File: src/rgba_over_composite_core_defines.svh
// Assertion macros for the over-compositing RTL, included by the top level.
// Depends on a clock named i_clk and an active-low reset named i_rst_n in the using module.
`ifndef RGBA_OVER_COMPOSITE_CORE_DEFINES_SVH
`define RGBA_OVER_COMPOSITE_CORE_DEFINES_SVH

// Same-cycle implication, checked outside reset
`define ROC_ASSERT_NOW(label, ante, cons, msg) \
    label: assert property (@(posedge i_clk) disable iff (!i_rst_n) (ante) |-> (cons)) \
        else $error(msg);

// Next-cycle implication, checked outside reset
`define ROC_ASSERT_NEXT(label, ante, cons, msg) \
    label: assert property (@(posedge i_clk) disable iff (!i_rst_n) (ante) |=> (cons)) \
        else $error(msg);

`endif

File: src/roc_pkg.sv
// Shared widths, stage map and types for the over-compositing pipeline.
// No dependencies; used by roc_weight, roc_lane and the top level.
package roc_pkg;

    localparam int CH_W       = 8;
    localparam int DEN_W      = 16;
    localparam int NUM_W      = 24;
    localparam int QUO_W      = 8;
    // stage 0: products, stage 1: numerator and denominator
    localparam int DIV_FIRST  = 2;
    localparam int DIV_LAST   = DIV_FIRST + QUO_W - 1;
    localparam int OUT_STG    = DIV_LAST + 1;
    localparam int STG_N      = OUT_STG + 1;

    localparam logic [CH_W-1:0] FULL_ALPHA = 8'd255;

    // per-stage load strobes, one per pipeline register rank
    typedef struct packed {
        logic [STG_N-1:0] load;
    } t_pipe_ctl;

    // denominator as it travels beside the divide stages
    typedef logic [DIV_LAST:1][DEN_W-1:0] t_den_line;

endpackage

File: src/rgba_over_composite_core.sv
// Porter-Duff over compositing of straight-alpha RGBA8 pixels.
//
// Usage:
//   Input channel: i_in_valid / o_in_ready carry one foreground and one
//   background pixel plus the last-pixel marker per item. Output channel:
//   o_out_valid / i_out_ready carry the composite pixel and the marker.
//   Throughput is one item per cycle while the receiver takes every output.
//   Three color lanes run side by side, each with its own 8-stage restoring
//   divider (one quotient bit a stage); the alpha path is shared and a merge
//   register combines the lanes. An item passes a product stage, a numerator
//   and denominator stage, 8 divide stages and the output register.
//   When both alphas are zero the color and alpha outputs read zero.
//   Reset (i_rst_n low, synchronous) empties every stage; no item survives.
//   When the receiver stalls, each stage holds only if the one after it is
//   full, so bubbles close up and input is taken until the pipe is full.
// Depends on roc_pkg, roc_weight, roc_lane and the defines header.
`include "rgba_over_composite_core_defines.svh"

module rgba_over_composite_core import roc_pkg::*; (
    input  logic            i_clk,
    input  logic            i_rst_n,
    input  logic            i_in_valid,
    output logic            o_in_ready,
    input  logic [CH_W-1:0] i_fg_red,
    input  logic [CH_W-1:0] i_fg_green,
    input  logic [CH_W-1:0] i_fg_blue,
    input  logic [CH_W-1:0] i_fg_alpha,
    input  logic [CH_W-1:0] i_bg_red,
    input  logic [CH_W-1:0] i_bg_green,
    input  logic [CH_W-1:0] i_bg_blue,
    input  logic [CH_W-1:0] i_bg_alpha,
    input  logic            i_last_in,
    output logic            o_out_valid,
    input  logic            i_out_ready,
    output logic [CH_W-1:0] o_out_red,
    output logic [CH_W-1:0] o_out_green,
    output logic [CH_W-1:0] o_out_blue,
    output logic [CH_W-1:0] o_out_alpha,
    output logic            o_last_out
);

    logic [STG_N-1:0] r_vld;
    t_pipe_ctl        w_pipe;
    logic [DEN_W-1:0] w_bg_wgt;
    t_den_line        w_den_line;
    logic             w_last;
    logic [QUO_W-1:0] w_quo_red;
    logic [QUO_W-1:0] w_quo_green;
    logic [QUO_W-1:0] w_quo_blue;
    logic [DEN_W-1:0] w_den_fin;
    logic             w_den_zero;
    logic [DEN_W-1:0] w_asum;
    logic [CH_W-1:0]  r_out_red;
    logic [CH_W-1:0]  r_out_green;
    logic [CH_W-1:0]  r_out_blue;
    logic [CH_W-1:0]  r_out_alpha;
    logic             r_last_out;
    logic             w_div_held;
    logic             w_zero_take;
    logic             w_zero_out;

    // Advance a stage when it is empty or the stage after it advances
    always_comb begin
        w_pipe.load[OUT_STG] = !r_vld[OUT_STG] || i_out_ready;
        for (int k = OUT_STG - 1; k >= 0; k--) begin
            w_pipe.load[k] = !r_vld[k] || w_pipe.load[k+1];
        end
    end

    assign o_in_ready = w_pipe.load[0];

    // Hold valid bits per stage
    always_ff @(posedge i_clk) begin
        if (!i_rst_n) begin
            r_vld <= '0;
        end else begin
            if (w_pipe.load[0]) begin
                r_vld[0] <= i_in_valid;
            end
            for (int k = 1; k < STG_N; k++) begin
                if (w_pipe.load[k]) begin
                    r_vld[k] <= r_vld[k-1];
                end
            end
        end
    end

    roc_weight u_weight (
        .i_clk      (i_clk),
        .i_pipe     (w_pipe),
        .i_fg_alpha (i_fg_alpha),
        .i_bg_alpha (i_bg_alpha),
        .i_last_in  (i_last_in),
        .o_bg_wgt   (w_bg_wgt),
        .o_den_line (w_den_line),
        .o_last     (w_last)
    );

    roc_lane u_lane_red (
        .i_clk      (i_clk),
        .i_pipe     (w_pipe),
        .i_fg_chan  (i_fg_red),
        .i_bg_chan  (i_bg_red),
        .i_fg_alpha (i_fg_alpha),
        .i_bg_wgt   (w_bg_wgt),
        .i_den_line (w_den_line),
        .o_quo      (w_quo_red)
    );

    roc_lane u_lane_green (
        .i_clk      (i_clk),
        .i_pipe     (w_pipe),
        .i_fg_chan  (i_fg_green),
        .i_bg_chan  (i_bg_green),
        .i_fg_alpha (i_fg_alpha),
        .i_bg_wgt   (w_bg_wgt),
        .i_den_line (w_den_line),
        .o_quo      (w_quo_green)
    );

    roc_lane u_lane_blue (
        .i_clk      (i_clk),
        .i_pipe     (w_pipe),
        .i_fg_chan  (i_fg_blue),
        .i_bg_chan  (i_bg_blue),
        .i_fg_alpha (i_fg_alpha),
        .i_bg_wgt   (w_bg_wgt),
        .i_den_line (w_den_line),
        .o_quo      (w_quo_blue)
    );

    // Merge: alpha = floor(den/255) by (den + den>>8 + 1) >> 8, exact up to 65279 at this width
    assign w_den_fin  = w_den_line[DIV_LAST];
    assign w_den_zero = (w_den_fin == '0);
    assign w_asum     = w_den_fin + (w_den_fin >> CH_W) + DEN_W'(1);

    always_ff @(posedge i_clk) begin
        if (w_pipe.load[OUT_STG]) begin
            r_out_red   <= w_den_zero ? '0 : w_quo_red;
            r_out_green <= w_den_zero ? '0 : w_quo_green;
            r_out_blue  <= w_den_zero ? '0 : w_quo_blue;
            r_out_alpha <= w_asum[DEN_W-1:CH_W];
            r_last_out  <= w_last;
        end
    end

    assign o_out_valid = r_vld[OUT_STG];
    assign o_out_red   = r_out_red;
    assign o_out_green = r_out_green;
    assign o_out_blue  = r_out_blue;
    assign o_out_alpha = r_out_alpha;
    assign o_last_out  = r_last_out;

    // Terms for the checks below
    assign w_div_held  = r_vld[DIV_LAST] && !w_pipe.load[OUT_STG];
    assign w_zero_take = r_vld[DIV_LAST] && w_pipe.load[OUT_STG] && w_den_zero;
    assign w_zero_out  = (r_out_red == '0) && (r_out_green == '0) && (r_out_blue == '0)
                         && (r_out_alpha == '0);

    // Accepted item lands in the first stage
    `ROC_ASSERT_NEXT(a_accept_fills, i_in_valid && o_in_ready, r_vld[0], "accepted item lost")
    // Last divide stage keeps its item while the output register is held
    `ROC_ASSERT_NEXT(a_div_holds, w_div_held, r_vld[DIV_LAST], "item dropped at divider exit")
    // Zero denominator gives black transparent output
    `ROC_ASSERT_NEXT(a_zero_den, w_zero_take, w_zero_out, "zero alpha pair not forced to zero")
    // Empty pipeline always takes input
    `ROC_ASSERT_NOW(a_empty_ready, r_vld == '0, o_in_ready, "empty pipeline not ready")

endmodule

File: src/roc_weight.sv
// Shared alpha path: background weight, denominator and last marker per stage.
// Depends on roc_pkg.
module roc_weight import roc_pkg::*; (
    input  logic              i_clk,
    input  t_pipe_ctl         i_pipe,
    input  logic [CH_W-1:0]   i_fg_alpha,
    input  logic [CH_W-1:0]   i_bg_alpha,
    input  logic              i_last_in,
    output logic [DEN_W-1:0]  o_bg_wgt,
    output t_den_line         o_den_line,
    output logic              o_last
);

    logic [DEN_W-1:0]  r_bw;
    logic [CH_W-1:0]   r_fa;
    t_den_line         r_den;
    logic [DIV_LAST:0] r_last;
    logic [DEN_W-1:0]  n_den;

    // den = fa*255 + bw, fa*255 done as shift and subtract
    assign n_den = DEN_W'({r_fa, CH_W'(0)}) - DEN_W'(r_fa) + r_bw;

    // Stage 0: background weight
    always_ff @(posedge i_clk) begin
        if (i_pipe.load[0]) begin
            r_bw      <= DEN_W'(i_bg_alpha) * DEN_W'(FULL_ALPHA - i_fg_alpha);
            r_fa      <= i_fg_alpha;
            r_last[0] <= i_last_in;
        end
    end

    // Stage 1: denominator
    always_ff @(posedge i_clk) begin
        if (i_pipe.load[1]) begin
            r_den[1]  <= n_den;
            r_last[1] <= r_last[0];
        end
    end

    // Divide stages: carry denominator and marker along
    for (genvar k = DIV_FIRST; k <= DIV_LAST; k++) begin : g_carry
        always_ff @(posedge i_clk) begin
            if (i_pipe.load[k]) begin
                r_den[k]  <= r_den[k-1];
                r_last[k] <= r_last[k-1];
            end
        end
    end

    assign o_bg_wgt   = r_bw;
    assign o_den_line = r_den;
    assign o_last     = r_last[DIV_LAST];

endmodule

File: src/roc_lane.sv
// One color lane: weighted numerator and an 8-stage restoring divider.
// Depends on roc_pkg; denominator and background weight come from roc_weight.
module roc_lane import roc_pkg::*; (
    input  logic              i_clk,
    input  t_pipe_ctl         i_pipe,
    input  logic [CH_W-1:0]   i_fg_chan,
    input  logic [CH_W-1:0]   i_bg_chan,
    input  logic [CH_W-1:0]   i_fg_alpha,
    input  logic [DEN_W-1:0]  i_bg_wgt,
    input  t_den_line         i_den_line,
    output logic [QUO_W-1:0]  o_quo
);

    logic [DEN_W-1:0] r_pf;
    logic [CH_W-1:0]  r_bc;
    logic [NUM_W-1:0] r_rem [DIV_LAST:1];
    logic [QUO_W-1:0] r_quo [DIV_LAST:DIV_FIRST];
    logic [NUM_W-1:0] w_bprod;
    logic [NUM_W-1:0] n_num;

    // Stage 0: foreground product
    always_ff @(posedge i_clk) begin
        if (i_pipe.load[0]) begin
            r_pf <= DEN_W'(i_fg_chan) * DEN_W'(i_fg_alpha);
            r_bc <= i_bg_chan;
        end
    end

    // Stage 1: numerator = pf*255 + bc*bw, never above 255*den
    assign w_bprod = NUM_W'(r_bc) * NUM_W'(i_bg_wgt);
    assign n_num   = NUM_W'({r_pf, CH_W'(0)}) - NUM_W'(r_pf) + w_bprod;

    always_ff @(posedge i_clk) begin
        if (i_pipe.load[1]) begin
            r_rem[1] <= n_num;
        end
    end

    // Divide stages: one quotient bit each, most significant first
    for (genvar j = 0; j < QUO_W; j++) begin : g_div
        localparam int K  = DIV_FIRST + j;
        localparam int SH = QUO_W - 1 - j;

        logic [NUM_W-1:0] w_dsh;
        logic [QUO_W-1:0] w_qprev;
        logic             w_take;

        assign w_dsh  = NUM_W'(i_den_line[K-1]) << SH;
        assign w_take = (r_rem[K-1] >= w_dsh);

        if (j == 0) begin : g_first
            assign w_qprev = '0;
        end else begin : g_rest
            assign w_qprev = r_quo[K-1];
        end

        always_ff @(posedge i_clk) begin
            if (i_pipe.load[K]) begin
                r_rem[K] <= w_take ? (r_rem[K-1] - w_dsh) : r_rem[K-1];
                r_quo[K] <= {w_qprev[QUO_W-2:0], w_take};
            end
        end
    end

    assign o_quo = r_quo[DIV_LAST];

endmodule

File: config.mk
export PLATFORM = sky130hd
export DESIGN_NAME = rgba_over_composite_core
export DESIGN_NICKNAME = d
export VERILOG_FILES = /design/src/roc_pkg.sv /design/src/rgba_over_composite_core.sv /design/src/roc_weight.sv /design/src/roc_lane.sv
export VERILOG_INCLUDE_DIRS = /design/src /design/src/src
export SDC_FILE = /design/constraint.sdc
export NUM_CORES = 2
export LEC_CHECK = 0
export BUFFER_PORTS_ARGS = -buffer_cell sky130_fd_sc_hd__clkbuf_2
export CAP_MARGIN = 20
export CORE_MARGIN = 2
export CORE_UTILIZATION = 56
export DETAILED_ROUTE_END_ITERATION = 8
export GPL_TIMING_DRIVEN = 0
export HOLD_SLACK_MARGIN = 0.15
export PLACE_DENSITY = 0.75
export SLEW_MARGIN = 5
export SYNTH_ARGS = -nofsm -noshare
export SYNTH_HDL_FRONTEND = slang
export SYNTH_SLANG_ARGS = --single-unit
File: constraint.sdc
create_clock -name i_clk -period 6.1 [get_ports i_clk]
set_input_delay 0.61 -clock i_clk [delete_from_list [all_inputs] [get_ports i_clk]]
set_output_delay 0.61 -clock i_clk [all_outputs]
set_load 0.05 [all_outputs]
* Word-level counts from Yosys, hierarchy flattened *
Memory sizes are Yosys's and may differ from the RTL's. A register that Yosys moved wholly into a read port is not among the register bits.
Index checks and enable logic that the tools add are counted.

storage, ports and cells
  input port bits = 69
  memories = 6
  latch bits = 0
  output and inout bits = 35
  logic and storage cells = 177
  bits in writable memories = 840
  register bits = 270
  bits in read-only memories = 0

operators by class
  magnitude comparators = 24
  mux-type cells = 42
  multiply operators = 7
  reduce and logical (&&, ||, !) cells = 23
  $add $sub $neg = 35
  div/mod/pow operators = 0
  shift operators = 0
  bitwise gates (word level) = 0
  equality and inequality tests = 0

memories
  memory              depth  width  rd ports  clocked after Yosys merged registers in  write ports  RTL line        source
  u_lane_blue.r_rem   9      24     8         0                                        9            roc_lane.sv:16  logic [NUM_W-1:0] r_rem [DIV_LAST:1];
  u_lane_green.r_rem  9      24     8         0                                        9            roc_lane.sv:16
  u_lane_red.r_rem    9      24     8         0                                        9            roc_lane.sv:16
  u_lane_blue.r_quo   8      8      8         1                                        8            roc_lane.sv:17  logic [QUO_W-1:0] r_quo [DIV_LAST:DIV_FIRST];
  u_lane_green.r_quo  8      8      8         1                                        8            roc_lane.sv:17
  u_lane_red.r_quo    8      8      8         1                                        8            roc_lane.sv:17

operators by type and width
  cell                                                             count
  24-bit 2-to-1 mux                                                24
  24-bit by 16-bit subtractor with 24-bit output                   6
  24-bit adder                                                     3
  24-bit by 16-bit >= comparator with 1-bit output                 3
  24-bit by 17-bit >= comparator with 1-bit output                 3
  24-bit by 18-bit >= comparator with 1-bit output                 3
  24-bit by 19-bit >= comparator with 1-bit output                 3
  24-bit by 20-bit >= comparator with 1-bit output                 3
  24-bit by 21-bit >= comparator with 1-bit output                 3
  24-bit by 22-bit >= comparator with 1-bit output                 3
  24-bit by 23-bit >= comparator with 1-bit output                 3
  8-bit by 16-bit multiplier with 24-bit output                    3
  24-bit by 17-bit subtractor with 24-bit output                   3
  24-bit by 18-bit subtractor with 24-bit output                   3
  24-bit by 19-bit subtractor with 24-bit output                   3
  24-bit by 20-bit subtractor with 24-bit output                   3
  24-bit by 21-bit subtractor with 24-bit output                   3
  24-bit by 22-bit subtractor with 24-bit output                   3
  24-bit by 23-bit subtractor with 24-bit output                   3
  8-bit by 8-bit multiplier with 16-bit output                     3
  1-bit 2-to-1 mux                                                 18
  16-bit by 1-bit adder with 16-bit output, second input constant  1
  16-bit adder                                                     1
  16-bit by 8-bit adder with 16-bit output                         1
  6 further kinds                                                  26

* Logic depth before layout (Yosys ltp) *
  depth in word-level cells = 13
  depth in mapped cells = 22
  depth with buffers taken out = 21

* Cells and area by module *
Synthesis repeated with hierarchy kept, for this count alone.

unflattened totals
  cells, all modules = 7,470
  area, all modules = 78,157.5 µm²

by module, submodules not included
  module                    cells each  area an instance (µm²)  times used  sequential area each (µm²)
  roc_lane (u_lane_blue)    2,261       22,724.3                1           7,567.3
  roc_lane (u_lane_red)     2,270       22,646.7                1           7,567.3
  roc_lane (u_lane_green)   2,226       22,335.2                1           7,567.3
  roc_weight                564         8,506.9                 1           5,345.1
  rgba_over_composite_core  149         1,944.4                 1           1,211.2

* Worst setup path before layout *
OpenSTA, ideal clock, no wires.

  kind = reg-to-reg
  from = reg u_lane_green.r_bc[2]
  to = reg u_lane_green.r_rem[0][47] (netlist name)
  clock period less this slack = 5,650 ps
  setup time = 260 ps
  path buffers = 1
  cell stages (with the launch flop) = 20
  data required time = 5,840 ps
  setup slack = 450 ps
  data arrival time = 5,390 ps
  cell sequence = edfxtp_1 clkbuf_1 nand2_1 fa_1 inv_1 fa_1 fa_1 fa_1 fa_1 ha_1 a21o_1 a21oi_1 nor2_1 o31ai_1 a21oi_1 a211o_1 a31o_2 a21o_1 a21oi_1 xnor2_1

RTL lines
  what                      RTL line        source
  start: declaration        roc_lane.sv:15  logic [CH_W-1:0] r_bc;
  start signal: assignment  roc_lane.sv:25  r_bc <= i_bg_chan;

==> tab_implementation.tex <==
\begin{tabular}{lr}
\hline
Metric & Value \\
\hline
\multicolumn{2}{l}{\textbf{Outcome}} \\
\quad Run status & complete, no violations \\
\multicolumn{2}{l}{\textbf{Worst setup path}} \\
\quad Max stage delay cell, worst path & sky130\_fd\_sc\_hd\_\_fa\_1 \\
\quad Endpoint kind of the worst setup timing path & register \\
\quad Required time at the worst-slack endpoint & 6.56 ns \\
\quad Setup crit start kind & register \\
\quad Arrival time reported for the critical path endpoint & 6.45 ns \\
\quad Peak per-stage delay on the critical path & 0.56 ns \\
\quad Cell chain of the critical path & buf\_2, nand2\_1, fa\_1, fa\_1, inv\_1, fa\_1, fa\_1, fa\_1, ha\_4, a21o\_1, a21oi\_2, nor2\_1, o31ai\_2, a21oi\_1, a211o\_1, a31o\_2, a21o\_1, a21oi\_1, xnor2\_1 \\
\quad Type of the worst setup path & register to register \\
\quad Most used cell, CP & sky130\_fd\_sc\_hd\_\_fa\_1 \\
\quad Worst Path Max Fanout & 10 \\
\multicolumn{2}{l}{\textbf{Synthesis}} \\
\quad Synth Instances & 7075 \\
\quad Mapped Nets & 8384 \\
\quad Predominant post-synthesis flop cell & sky130\_fd\_sc\_hd\_\_edfxtp\_1 \\
\quad Async SR Flop Fraction & 0\% \\
\quad Number of unique standard cell types used by synthesis & 90 \\
\quad Fraction of post-synthesis cell area in the top cell type by area & 38.49\% \\
\quad Number of synthesized register bits & 978 \\
\quad Cell accounting for the most synthesized area & sky130\_fd\_sc\_hd\_\_edfxtp\_1 \\
\quad Post-synth EDFFs & 967 \\
\quad Post-synthesis instance area & 75440 um\^{}2 \\
\quad Sequential fraction of the synthesis area & 38.78\% \\
\quad Mean cell area of the mapped netlist & 10.66 um\^{}2 \\
\quad Yosys Warn Count & 0 \\
\quad Leading cell types by total area after synthesis & sky130\_fd\_sc\_hd\_\_edfxtp\_1, sky130\_fd\_sc\_hd\_\_fa\_1, sky130\_fd\_sc\_hd\_\_ha\_1, sky130\_fd\_sc\_hd\_\_inv\_1, sky130\_fd\_sc\_hd\_\_xnor2\_1 \\
\multicolumn{2}{l}{\textbf{Clocking}} \\
\quad Register clock-pin slew on the reported worst setup and hold paths & 0.06 ns \\
\quad Root buffer cell & sky130\_fd\_sc\_hd\_\_clkbuf\_16 \\
\quad TritonCTS clock tree & done \\
\quad Total clock buffers created by CTS & 103 \\
\quad Maximum level of the CTS H-tree & 3 \\
\quad Clk Latency, worst-skew pair & 0.73 ns \\
\quad Clock Path Buffers & 3 \\
\quad CTS Sinks & 978 \\
\multicolumn{2}{l}{\textbf{Global routing}} \\
\quad Via count of the first global-routing pass & 52824 \\
\quad First-pass GRT wire length & 294600 um \\
\quad Total Routing Usage GR & 28.20\% \\
\quad GRT overflow & 0 \\
\quad Antenna violations before repair & 0 \\
\quad Largest net degree at the start of global routing & 76 \\
\multicolumn{2}{l}{\textbf{Floorplanning}} \\
\quad Initial core utilization & 56.46\% \\
\quad Core Footprint & 133600 um\^{}2 \\
\quad Die boundary width & 371.0 um \\
\quad Number of placement rows & 134 \\
\quad Area enclosed by the die boundary & 137700 um\^{}2 \\
\quad Top-level I/O count & 104 \\
\quad Die outline height & 371.0 um \\
\multicolumn{2}{l}{\textbf{Final layout}} \\
\quad Area grow syn2layout & 9.714\% \\
\quad Share of cells above drive strength 1 & 6.717\% \\
\quad Fill cell count & 10860 \\
\quad Area of the multi-input gates & 42220 um\^{}2 \\
\quad ANT cells & 0 \\
\quad Most used cells in the layout excluding fill and tap cells & sky130\_fd\_sc\_hd\_\_edfxtp\_1, sky130\_fd\_sc\_hd\_\_inv\_1, sky130\_fd\_sc\_hd\_\_ha\_1 \\
\quad Final \#Nets & 8672 \\
\quad Sequential cell area in the final layout & 29260 um\^{}2 \\
\quad Most frequent standard cell in the layout excluding fill and tap cells & sky130\_fd\_sc\_hd\_\_edfxtp\_1 \\
\multicolumn{2}{l}{\textbf{Timing}} \\
\quad Worst-Margin Slew & 0.9789 ns \\
\quad Summed negative setup slack over all endpoints & 0 ns \\
\quad Post-Route Skew & 0.04268 ns \\
\quad Slew HR & 34.35\% \\
\quad Setup repair after global routing missed its margin & true \\
\quad Maximum clock frequency & 166.9 MHz \\
\quad Number of hold violations in the final report & 0 \\
\quad Min cycle time layout & 5.992 ns \\
\quad Share of the cycle needed by the critical path after routing & 98.22\% \\
\quad Final Max Slew Viols & 0 \\
\quad Number of setup violations in the final report & 0 \\
\multicolumn{2}{l}{\textbf{Detailed routing}} \\
\quad DRT antenna net count & 0 \\
\quad Via count & 50974 \\
\quad Drt initial violations & 2845 \\
\quad Drt via density & 5.533 \\
\quad DRT Pass-1 Iters & 7 \\
\quad Routed length per placed instance & 20.75 um \\
\quad Total DRC errors in the routed layout & 0 \\
\quad Total wire length & 191200 um \\
\multicolumn{2}{l}{\textbf{Placed design}} \\
\quad Input/output buffers & 100 \\
\quad DPL Wire Length & 159000 um \\
\quad RePlAce Congestion & 0.9597 \\
\multicolumn{2}{l}{\textbf{Job}} \\
\quad Max Cap Violations & 0 \\
\multicolumn{2}{l}{\textbf{Hold path}} \\
\quad Type of the tightest min-delay check & input pin to register \\
\hline
\end{tabular}
stage by stage:
stage                     utilization, %  setup WS (ns)  cells  hold WS (ns)  area (um^2)
after floorplan                        -         0.4498   7075        0.4003        75440
after global placement             58.49         -1.663   8943        0.4006        78150
after detailed placement           58.74        -0.6525   8954        0.4045        78490
after CTS                          61.75       0.005336   9194        0.1589        82510
after global routing               61.94       -0.05540   9212        0.1967        82770
final                              61.94         0.1083   9212        0.2023        82770
final timing paths:
path / from / endpoint / slack [ns] / cells after the start
hold reg to reg: u_lane_green.r_quo[4][1] / u_lane_green.r_quo[5][2] / 0.41 / 0
setup reg to reg: u_weight.o_bg_wgt[1] / u_lane_green.r_rem[0][47] / 0.11 / 19
hold / removal: i_fg_alpha[3] / u_weight.r_fa[3] / 0.20 / 1
setup / recovery: u_weight.o_bg_wgt[1] / u_lane_green.r_rem[0][47] / 0.11 / 19
Yosys cell counts (17+ instances only):
cell,instances
sky130_fd_sc_hd__inv_1,910
sky130_fd_sc_hd__o21a_1,64
sky130_fd_sc_hd__a21boi_0,19
sky130_fd_sc_hd__nor4_1,32
sky130_fd_sc_hd__fa_1,505
sky130_fd_sc_hd__mux2i_1,19
sky130_fd_sc_hd__nand4b_1,17
sky130_fd_sc_hd__nor2b_1,129
sky130_fd_sc_hd__mux2_1,19
sky130_fd_sc_hd__nor2_1,386
sky130_fd_sc_hd__mux2_2,65
sky130_fd_sc_hd__or3_1,31
sky130_fd_sc_hd__clkbuf_1,137
sky130_fd_sc_hd__a21o_1,174
sky130_fd_sc_hd__o31ai_1,34
sky130_fd_sc_hd__a211oi_1,23
sky130_fd_sc_hd__o21ai_0,240
sky130_fd_sc_hd__a21oi_1,428
sky130_fd_sc_hd__nand2b_1,101
sky130_fd_sc_hd__nand4_1,55
sky130_fd_sc_hd__or2_2,17
sky130_fd_sc_hd__xor2_1,161
sky130_fd_sc_hd__and2_1,327
sky130_fd_sc_hd__edfxtp_1,967
sky130_fd_sc_hd__nand2_1,583
sky130_fd_sc_hd__ha_1,735
sky130_fd_sc_hd__nand3_1,87
sky130_fd_sc_hd__xnor2_1,300
sky130_fd_sc_hd__nor3_1,96
sky130_fd_sc_hd__a31oi_1,30
sky130_fd_sc_hd__and3_1,26
sky130_fd_sc_hd__o21ai_1,56
sky130_fd_sc_hd__o21bai_1,42
what timing repair did:
item                                    4_1_cts  5_1_grt
endpoints found under the hold margin        31        0
resized for setup                            67       74
hold buffers                                 31        0
buffers inserted                             23       19
pin swaps                                     0        1
endpoints found under the setup margin       19        9
final cells by class:
type                            instances  share of cell area (%)
Sequential cell                       978                   35.35
Timing Repair Buffer                  185                   1.726
Inverter                              914                   4.157
Buffer                                159                  0.9629
Clock buffer                          127                   3.297
Multi-Input combinational cell       5022                   51.01
Tap cell                             1768                   2.673
Clock inverter                         59                  0.8254
state kept, by name, indices dropped and copies added (netlist names), 9 cells and up:
name and cells:
u_lane_blue.r_rem 192, u_lane_green.r_rem 192, u_lane_red.r_rem 192, u_weight.o_den_line 144, u_lane_blue.r_quo 36, u_lane_green.r_quo 36, u_lane_red.r_quo 36, u_lane_blue.r_pf 16
u_lane_green.r_pf 16, u_lane_red.r_pf 16, u_weight.o_bg_wgt 16, r_vld 11, u_weight.r_last 9
metal layers:
metal | share of wire (%) | vias to the layer above | track usage (%)
li1 | - | 24973 | -
met1 | 36 | 24307 | 28.69
met2 | 51 | 1166 | 51.47
met3 | 3.0 | 528 | 2.607
met4 | 10 | 0 | 24.88
met5 | 0 | - | 0
worst max-delay path, delay by kind of cell (launching register included):
family                   cells  cell delay [ns]
AO/OA/AOI/OAI                8             1.70
AND/OR/NAND/NOR              2             0.20
flip-flops                   1             0.49
adder cells (fa/ha/maj)      6             2.81
XOR/XNOR                     1             0.11
buffers and inverters        2             0.41
cells by family after synthesis:
| family | Yosys count | share of synthesized area (%) |
|---|---|---|
| simple gates | 1942 | 12.79 |
| compound gates | 1276 | 10.59 |
| fa+ha+maj | 1240 | 25.59 |
| buf+inv | 1075 | 5.382 |
| flops | 978 | 38.78 |
| xor+xnor | 461 | 5.352 |
| mux | 103 | 1.506 |
Power is left out: the tool's default activity adds up to more than one toggle a clock period on the data nets, which glitch-free logic cannot reach.
